==> src/rtl/core/vld_pkg.sv <==
// ----------------------------------------------------------------------------
// vld_pkg
// Types and constants shared by the voxel LOD downsampler modules.
// ----------------------------------------------------------------------------
`timescale 1ns / 1ps

package vld_pkg;

    localparam int BIN_AW      = 12;
    localparam int BIN_DEPTH   = 4096;
    localparam int PAL_AW      = 8;
    localparam int PAL_ENTRIES = 256;
    localparam int DIV_BITS    = 24;

    localparam logic [15:0] COUNT_MAX = 16'hFFFF;

    localparam logic [1:0] MODE_PAL   = 2'd0;
    localparam logic [1:0] MODE_ADD   = 2'd1;
    localparam logic [1:0] MODE_DRAIN = 2'd2;

    localparam logic CFG_STEP = 1'b0;
    localparam logic CFG_PAL  = 1'b1;

    typedef struct packed {
        logic [23:0] red;
        logic [23:0] green;
        logic [23:0] blue;
        logic [19:0] ao;
        logic [15:0] count;
        logic [5:0]  mask;
    } bin_t;

    typedef struct packed {
        logic capture;
        logic pal_wr;
        logic add_rd;
        logic add_wr;
        logic clr_wr;
        logic scan_start;
        logic scan_chk;
        logic div_load;
        logic div_step;
        logic pal_start;
        logic pal_sq;
        logic pal_cmp;
        logic out_load;
        logic out_done;
    } cmd_t;

    typedef struct packed {
        logic clr_last;
        logic scan_found;
        logic scan_last;
        logic div_last_bit;
        logic div_last_chan;
        logic pal_empty;
        logic pal_last;
        logic out_free;
    } sts_t;

endpackage

==> src/rtl/core/vld_ctrl.sv <==
// ----------------------------------------------------------------------------
// vld_ctrl
// Sequencer for clearing, voxel adds, bin scans, division and palette search.
// ----------------------------------------------------------------------------
`timescale 1ns / 1ps

module vld_ctrl (
    input  logic          clk,
    input  logic          rst_n,
    input  logic          s_tvalid,
    input  logic [1:0]    s_tuser,
    output logic          s_tready,
    input  vld_pkg::sts_t sts,
    output vld_pkg::cmd_t cmd
);

    localparam logic [3:0] S_CLR      = 4'd0;
    localparam logic [3:0] S_IDLE     = 4'd1;
    localparam logic [3:0] S_ADD      = 4'd2;
    localparam logic [3:0] S_SCAN_RD  = 4'd3;
    localparam logic [3:0] S_SCAN_CHK = 4'd4;
    localparam logic [3:0] S_DIV_LD   = 4'd5;
    localparam logic [3:0] S_DIV_RUN  = 4'd6;
    localparam logic [3:0] S_PAL_RD   = 4'd7;
    localparam logic [3:0] S_PAL_SQ   = 4'd8;
    localparam logic [3:0] S_PAL_CMP  = 4'd9;
    localparam logic [3:0] S_OUT      = 4'd10;
    localparam logic [3:0] S_OUT_DONE = 4'd11;

    logic [3:0] state_reg;
    logic [3:0] state_next;
    logic       accept;

    assign s_tready = (state_reg == S_IDLE);
    assign accept   = s_tvalid && s_tready;

    always_comb
    begin
        state_next = state_reg;
        cmd        = '0;
        unique case (state_reg)
            S_CLR:
            begin
                cmd.clr_wr = 1'b1;
                if (sts.clr_last)
                begin
                    state_next = S_IDLE;
                end
            end
            S_IDLE:
            begin
                if (accept)
                begin
                    cmd.capture = 1'b1;
                    unique case (s_tuser)
                        vld_pkg::MODE_PAL:
                        begin
                            cmd.pal_wr = 1'b1;
                        end
                        vld_pkg::MODE_ADD:
                        begin
                            cmd.add_rd = 1'b1;
                            state_next = S_ADD;
                        end
                        vld_pkg::MODE_DRAIN:
                        begin
                            cmd.scan_start = 1'b1;
                            state_next     = S_SCAN_RD;
                        end
                        default:
                        begin
                            state_next = S_IDLE;
                        end
                    endcase
                end
            end
            S_ADD:
            begin
                cmd.add_wr = 1'b1;
                state_next = S_IDLE;
            end
            S_SCAN_RD:
            begin
                state_next = S_SCAN_CHK;
            end
            S_SCAN_CHK:
            begin
                cmd.scan_chk = 1'b1;
                if (sts.scan_found)
                begin
                    state_next = S_DIV_LD;
                end
                else if (sts.scan_last)
                begin
                    state_next = S_OUT_DONE;
                end
                else
                begin
                    state_next = S_SCAN_RD;
                end
            end
            S_DIV_LD:
            begin
                cmd.div_load = 1'b1;
                state_next   = S_DIV_RUN;
            end
            S_DIV_RUN:
            begin
                cmd.div_step = 1'b1;
                if (sts.div_last_bit)
                begin
                    if (!sts.div_last_chan)
                    begin
                        state_next = S_DIV_LD;
                    end
                    else if (sts.pal_empty)
                    begin
                        state_next = S_OUT;
                    end
                    else
                    begin
                        cmd.pal_start = 1'b1;
                        state_next    = S_PAL_RD;
                    end
                end
            end
            S_PAL_RD:
            begin
                state_next = S_PAL_SQ;
            end
            S_PAL_SQ:
            begin
                cmd.pal_sq = 1'b1;
                state_next = S_PAL_CMP;
            end
            S_PAL_CMP:
            begin
                cmd.pal_cmp = 1'b1;
                state_next  = sts.pal_last ? S_OUT : S_PAL_RD;
            end
            S_OUT:
            begin
                if (sts.out_free)
                begin
                    cmd.out_load = 1'b1;
                    state_next   = S_IDLE;
                end
            end
            S_OUT_DONE:
            begin
                if (sts.out_free)
                begin
                    cmd.out_done = 1'b1;
                    state_next   = S_IDLE;
                end
            end
            default:
            begin
                state_next = S_CLR;
            end
        endcase
    end

    always_ff @(posedge clk or negedge rst_n)
    begin
        if (!rst_n)
        begin
            state_reg <= S_CLR;
        end
        else
        begin
            state_reg <= state_next;
        end
    end

endmodule

==> config.mk <==
export PLATFORM = sky130hd
export DESIGN_NAME = vld_ctrl
export DESIGN_NICKNAME = d
export VERILOG_FILES = /design/src/rtl/core/vld_pkg.sv /design/src/rtl/core/vld_ctrl.sv
export SDC_FILE = /design/constraint.sdc
export NUM_CORES = 1
export LEC_CHECK = 0
export BUFFER_PORTS_ARGS = -buffer_cell sky130_fd_sc_hd__buf_2
export CAP_MARGIN = 25
export CORE_UTILIZATION = 40
export DETAILED_ROUTE_END_ITERATION = 8
export PLACE_DENSITY = 0.69
export SLEW_MARGIN = 10
export SYNTH_ARGS = -nofsm -noshare
export SYNTH_HDL_FRONTEND = slang
export SYNTH_SLANG_ARGS = --single-unit
export TNS_END_PERCENT = 50
==> constraint.sdc <==
create_clock -name clk -period 1.5 [get_ports clk]
set_input_delay 0.075 -clock clk [delete_from_list [all_inputs] [get_ports clk]]
set_output_delay 0.075 -clock clk [all_outputs]
set_load 0.005 [all_outputs]
==> results of run 1 <==
## how the worst max path moves through the flow
stage | startpoint | cells after the start | slack [ps] | end
floorplan | state_reg[0]$_DFFE_PN0P_ | 5 | 160 | state_reg[2]$_DFFE_PN0P_
global placement | state_reg[3]$_DFFE_PN0P_ | 4 | 80 | state_reg[2]$_DFFE_PN0P_
detailed placement | state_reg[3]$_DFFE_PN0P_ | 4 | 60 | state_reg[2]$_DFFE_PN0P_
CTS | state_reg[2]$_DFFE_PN0P_ | 5 | 0.4 | cmd[12]
global route | state_reg[2]$_DFFE_PN0P_ | 6 | -60 | state_reg[0]$_DFFE_PN0P_
finish | state_reg[1]$_DFFE_PN0P_ | 4 | 5 | cmd[12]
## routing by layer
metal | up-vias | wire (um)
li1 | 360 | -
met1 | 321 | 714
met2 | 22 | 756
met3 | 2 | 88
met4 | 0 | 16
met5 | - | 0
## placed cells by master, fill, tap and decap left out, types with 2 or more instances in the layout
cell and count:
a21oi_1 5, and3_1 3, buf_2 27, buf_4 11, clkbuf_4 3, dfrtp_2 3, ha_1 4, inv_1 6
nand2_1 6, nand2b_1 2, nand2b_2 2, nor2_1 4, nor3_1 6, nor3b_2 2, o21ai_0 2, o21ai_1 3
o21ai_2 2
## final cells by class
| type | count | area (um^2) |
|---|---|---|
| well taps | 16 | 20.0 |
| flip-flops and latches | 4 | 104 |
| multi-input cells | 62 | 467 |
| fillers | 144 | 619 |
| clock buffers | 3 | 22.5 |
| inverters | 7 | 26.3 |
| repair buffers | 40 | 248 |
## per-stage QoR
step                total power [uW]  worst slack (ps)  hold slack [ps]
finish                          1550              4.77              151
detailed placement              1240              56.1             -116
floorplan                       1040               164             -221
global route                    1690             -60.0              169
global placement                1240              75.4             -118
CTS                             1500             0.449              141
## timing repair
item | CTS | global route
gates resized for setup | 3 | 1
endpoints found under the setup margin | 8 | 8
pin swaps | 1 | 1
hold buffers | 1 | 0
setup buffers | 6 | 1
endpoints found under the hold margin | 4 | 0
## cell families (layout without fill, tap and decap cells)
family / Yosys count / after routing / synth area share
XOR/XNOR: 1 / 1 / 0.0135
flip-flops: 4 / 4 / 0.154
adder cells (fa/ha/maj): 4 / 4 / 0.0771
AO/OA/AOI/OAI: 23 / 23 / 0.251
AND/OR/NAND/NOR: 34 / 34 / 0.364
buffers and inverters: 12 / 50 / 0.141
## power by group
part / leakage (uW) / internal, uW / total, uW / switching (uW)
Clock: 0.0000138 / 89.9 / 140 / 50.0
Combinational: 0.000410 / 604 / 1160 / 552
Sequential: 0.0000456 / 167 / 251 / 83.8
## worst max-delay path, stage by stage, from the launching register on
cell     delay, ps
dfrtp_2        470
nor4b_4        310
buf_4          160
and3_1         140
buf_2          100
==> key figures, run 1 <==
Run status
  • Status: finished clean

Pwr
  • PwrDens: 1740 mW/mm^2
  • Leakage power: around 0.00047 uW
  • Maximum vdd drop: 1180 uV

Run
  • Max-Cap Viols: 0

Global route
  • Met2 Usage GRT: 0.280
  • GRT overflow: 0
  • Gr usage total: 0.183
  • Number of global-route vias before repair: 620
  • Largest net degree at the start of global routing: 10
  • Met1 Usage GRT: 0.257
  • Initial antenna violation count: 0
  • First-pass GRT wire length: 2.56 mm
  • GR peak layer: met2
  • Met3 Track Usage GR: 0.0517

Placed design
  • Number of I/O port buffers: 27
  • Placed cell area: 790 um^2
  • Cells after DPL: 121
  • Post-DP HPWL: 1.15 mm
  • Final GP Congestion: 0.838

Detailed routing
  • DR vias: 705
  • 1st-iter DRT viols: 19
  • Post-Route WL: 1.58 mm
  • Routed Antenna Nets: 0
  • DRC: 0
  • Vias per std cell: roughly 5.3
  • Pre-Repair DR Iteration Count: 4
  • WL/cell: 11.9 um

Floorplan
  • IO Pins: 28
  • Die X: between 40 and 50 um
  • Die area: 0.00179 mm^2
  • Die Y: 42.3 um
  • Core area: 0.00151 mm^2
  • Floorplan row count: 14
  • Initial Util: 0.431

Yosys
  • Syn Nets: 95
  • Synth warnings: 0
  • Mapped cell area: 649 um^2
  • Yosys top cell by area: dfrtp_1
  • Syn avg cell area: 8.33 um^2
  • Top_reg_cell synth: dfrtp_1
  • Post-synthesis sequential area ratio: 0.154
  • Flops & latches, synth: 4
  • Ys async rst share: 1.00
  • Post-Syn Instances: 78
  • Synth unique cells: 40
  • Number of synthesized flops with an enable pin: 0
  • Synth area leaders: dfrtp_1 15%, ha_1 7.7%, nor3_1 4.6%
  • Synth top area share: 0.154
  • Synth top cells by count: 6 x inv_1, 6 x nand2_1, 6 x nor3_1

Setup path
  • R2r worst-path depth: 6
  • Kind of end point of the critical path: output port
  • CP max FO: 8
  • Worst EP required: 1420 ps
  • Kind of critical path: flip-flop to output port
  • Reg-to-reg slack, setup: 10 ps
  • Worst setup SP type: flip-flop
  • Worst Path Arrival: 1420 ps
  • Critical R2R Launch: state_reg[2]$_DFFE_PN0P_
  • R2R Path End: state_reg[1]$_DFFE_PN0P_

STA
  • Fmax: 0.669 GHz
  • Setup TNS: 0 ps
  • Rel. slew slack: 0.835
  • Unrepaired setup endpoints after global routing: true
  • Final worst-path cycle share: 0.997
  • Tightest Pin Transition: 244 ps
  • Slew Limit Fails: 0
  • Min Clock Period, post-route: roughly 1500 ps
  • Final setup viols: 0
  • Skew final: roughly 11 ps
  • Hold Fails Final Rpt: 0

Cells and area
  • Share of cells above drive strength 1: 0.483
  • Finished Cell Area: 887 um^2
  • Number of flip-flops under the largest register name: 4
  • Area Overhead vs Synth: 36.6%
  • Final core occ: 0.589
  • Finished Layout Cells: 132
  • # diodes: 0
  • Nets@finish: 135

CTS
  • Clock Sinks: 4
  • Root buffer selected by CTS: clkbuf_4
  • Num CTS Buffers: 3
  • CTS tree: done
  • Worst-path clk slew: 30 ps
  • Clock Latency Late Sink: roughly 240 ps
  • Clock Path Buffers: 2
  • H-Tree Depth: 1

Worst hold path
  • Hold Path Depth: 3
  • Hold Path End: state_reg[3]$_DFFE_PN0P_
  • Worst Hold Class: input pin to flip-flop
  • Hold path start: sts[1]
No activity file was read; power rests on OpenSTA's default activity.
==> run 2, diff against run 1 <==
--- a/config.mk
+++ b/config.mk
@@ -9,7 +9,9 @@
 export CAP_MARGIN = 25
 export CORE_UTILIZATION = 40
 export DETAILED_ROUTE_END_ITERATION = 8
+export GPL_TIMING_DRIVEN = 0
 export PLACE_DENSITY = 0.69
+export REMOVE_ABC_BUFFERS = 1
 export SLEW_MARGIN = 10
 export SYNTH_ARGS = -nofsm -noshare
 export SYNTH_HDL_FRONTEND = slang
==> key figures, run 2 (synthesis gave the netlist of run 1 again) <==
Detailed routing
  • Post-Route WL: 2.00 mm (+27%)
  • Routed Antenna Nets: 0 (unchanged)
  • DRC: 0 (unchanged)
  • Vias per std cell: 5.59 (+4.7%)
  • DR vias: 794 (+13%)
  • Pre-Repair DR Iteration Count: 4 (unchanged)
  • 1st-iter DRT viols: 31 (+12)
  • WL/cell: 14.1 um (+18%)

STA
  • Skew final: 2.34 ps (-9.11 ps)
  • Hold Fails Final Rpt: 0 (unchanged)
  • Min Clock Period, post-route: 1470 ps (-24.5 ps)
  • Final setup viols: 0 (unchanged)
  • Final worst-path cycle share: 0.980 (-0.0163)
  • Unrepaired setup endpoints after global routing: true
  • Setup TNS: 0 ps (unchanged)
  • Slew Limit Fails: 0 (unchanged)
  • Tightest Pin Transition: 296 ps (+51.9 ps)
  • Fmax: 0.680 GHz (+1.7%)
  • Rel. slew slack: 0.802 (-0.0332)

CTS
  • H-Tree Depth: 1 (unchanged)
  • Clock Path Buffers: 2 (unchanged)
  • Clock Sinks: 4 (unchanged)
  • Num CTS Buffers: 3 (unchanged)
  • Clock Latency Late Sink: 240 ps (about the same)
  • Worst-path clk slew: 40 ps (about the same)
  • CTS tree: done
  • Root buffer selected by CTS: clkbuf_4

Cells and area
  • Final core occ: 0.651 (+0.0623)
  • Fill cells: 129 (-10%)
  • # diodes: 0 (unchanged)
  • Nets@finish: 145 (+7.4%)
  • Most frequent cells in the layout: 27 x buf_2, 20 x buf_4, 6 x inv_1, 6 x nand2_1, 6 x nor3_1
  • Area Overhead vs Synth: 51.1%
  • Number of flip-flops under the largest register name: 4 (unchanged)
  • Commonest non-fill, non-tap cell in the layout: buf_2
  • Share of cells above drive strength 1: 0.556 (+0.0728)

Setup path
  • Worst Path Arrival: 1580 ps (+160 ps)
  • Worst EP required: 1600 ps (+180 ps)
  • R2r worst-path depth: 6 (unchanged)
  • CP max FO: 7 (-1)
  • Kind of critical path: flip-flop to flip-flop
  • Worst setup SP type: flip-flop
  • Kind of end point of the critical path: flip-flop

Floorplan
  • Die Y: 42.3 um (unchanged)
  • Floorplan row count: 14 (unchanged)
  • Core area: 0.00151 mm^2 (unchanged)
  • Die X: 42.3 um (unchanged)
  • Initial Util: 0.431 (unchanged)
  • Die area: 0.00179 mm^2 (unchanged)
  • IO Pins: 28 (unchanged)

Worst hold path
  • Hold Path Depth: 3 (unchanged)
  • Worst Hold Class: input pin to flip-flop

Global route
  • Initial antenna violation count: 0 (unchanged)
  • Largest net degree at the start of global routing: 11 (+1)
  • GRT overflow: 0 (unchanged)
  • First-pass GRT wire length: 3.00 mm (+17%)
  • Gr usage total: 0.215 (+0.0320)
  • Number of global-route vias before repair: 707 (+14%)

Placed design
  • Number of I/O port buffers: 27 (unchanged)
  • Post-DP HPWL: 1.08 mm (-5.4%)
  • Final GP Congestion: 0.741 (-12%)

Pwr
  • PwrDens: 1830 mW/mm^2 (+5.2%)
  • Leakage power: 0.000520 uW (+11%)
  • Maximum vdd drop: 813 uV (-31%)

Run
  • Max-Cap Viols: 0 (unchanged)

Run status
  • Status: finished clean
## run 2: cell types whose count changed in the layout (fill, tap and decap cells not counted), sizes merged
cell and delta:
buf +9, clkbuf +1
## run 2: path summary, 6_finish.rpt
check | start | to | slack (ps)
setup / recovery | state_reg[2]$_DFFE_PN0P_ | state_reg[2]$_DFFE_PN0P_ | 30
max in group asynchronous | rst_n | state_reg[0]$_DFFE_PN0P_ | 1190
min in group asynchronous | rst_n | state_reg[3]$_DFFE_PN0P_ | 180
setup reg to reg | state_reg[2]$_DFFE_PN0P_ | state_reg[2]$_DFFE_PN0P_ | 30
hold / removal | sts[1] | state_reg[3]$_DFFE_PN0P_ | 150
hold reg to reg | state_reg[0]$_DFFE_PN0P_ | state_reg[0]$_DFFE_PN0P_ | 780
## run 2: per-stage QoR
stage	cells	hold WS, ps	cell area, um^2	setup slack, ps	power (uW)
floorplan	73	-221	584	79.5	884
global placement	116	-123	739	-103	1100
detailed placement	116	-119	739	-143	1120
CTS	134	145	888	3.58	1530
global route	142	160	981	-45.0	1930
finish	142	155	981	29.3	1800
## run 2: worst max-delay path, stage by stage, from the launching register on
cell      delay [ps]
dfrtp_2          460
buf_6            150
buf_4            140
nand2b_4         110
o21ai_1          100
a221oi_1         240
o22ai_1          130
## run 2: layer usage
layer,track usage,wire length (um)
met2,0.388,1050
met3,0.0388,130
met1,0.256,815
met4,0.0625,4
met5,0,0
## run 2: report_power, final
part | total, uW | internal (uW) | switching (uW)
clock network | 133 | 89.5 | 43.9
registers | 285 | 170 | 115
logic | 1380 | 737 | 643
## run 2: timing repair
item | CTS | global route
pin swaps | 1 | 6
hold buffers | 1 | 0
setup endpoints to repair | 17 | 10
resized for setup | 5 | 8
hold endpoints to repair | 4 | 0
buffers inserted | 14 | 8
## run 2: cell type report
class | count | area [um^2] | share of cell area
clock buffer | 3 | 22.5 | 0.0230
multi-input combinational | 62 | 495 | 0.505
tap | 16 | 20.0 | 0.0204
inverter | 7 | 26.3 | 0.0268
sequential | 4 | 105 | 0.107
timing repair buffer | 50 | 312 | 0.318
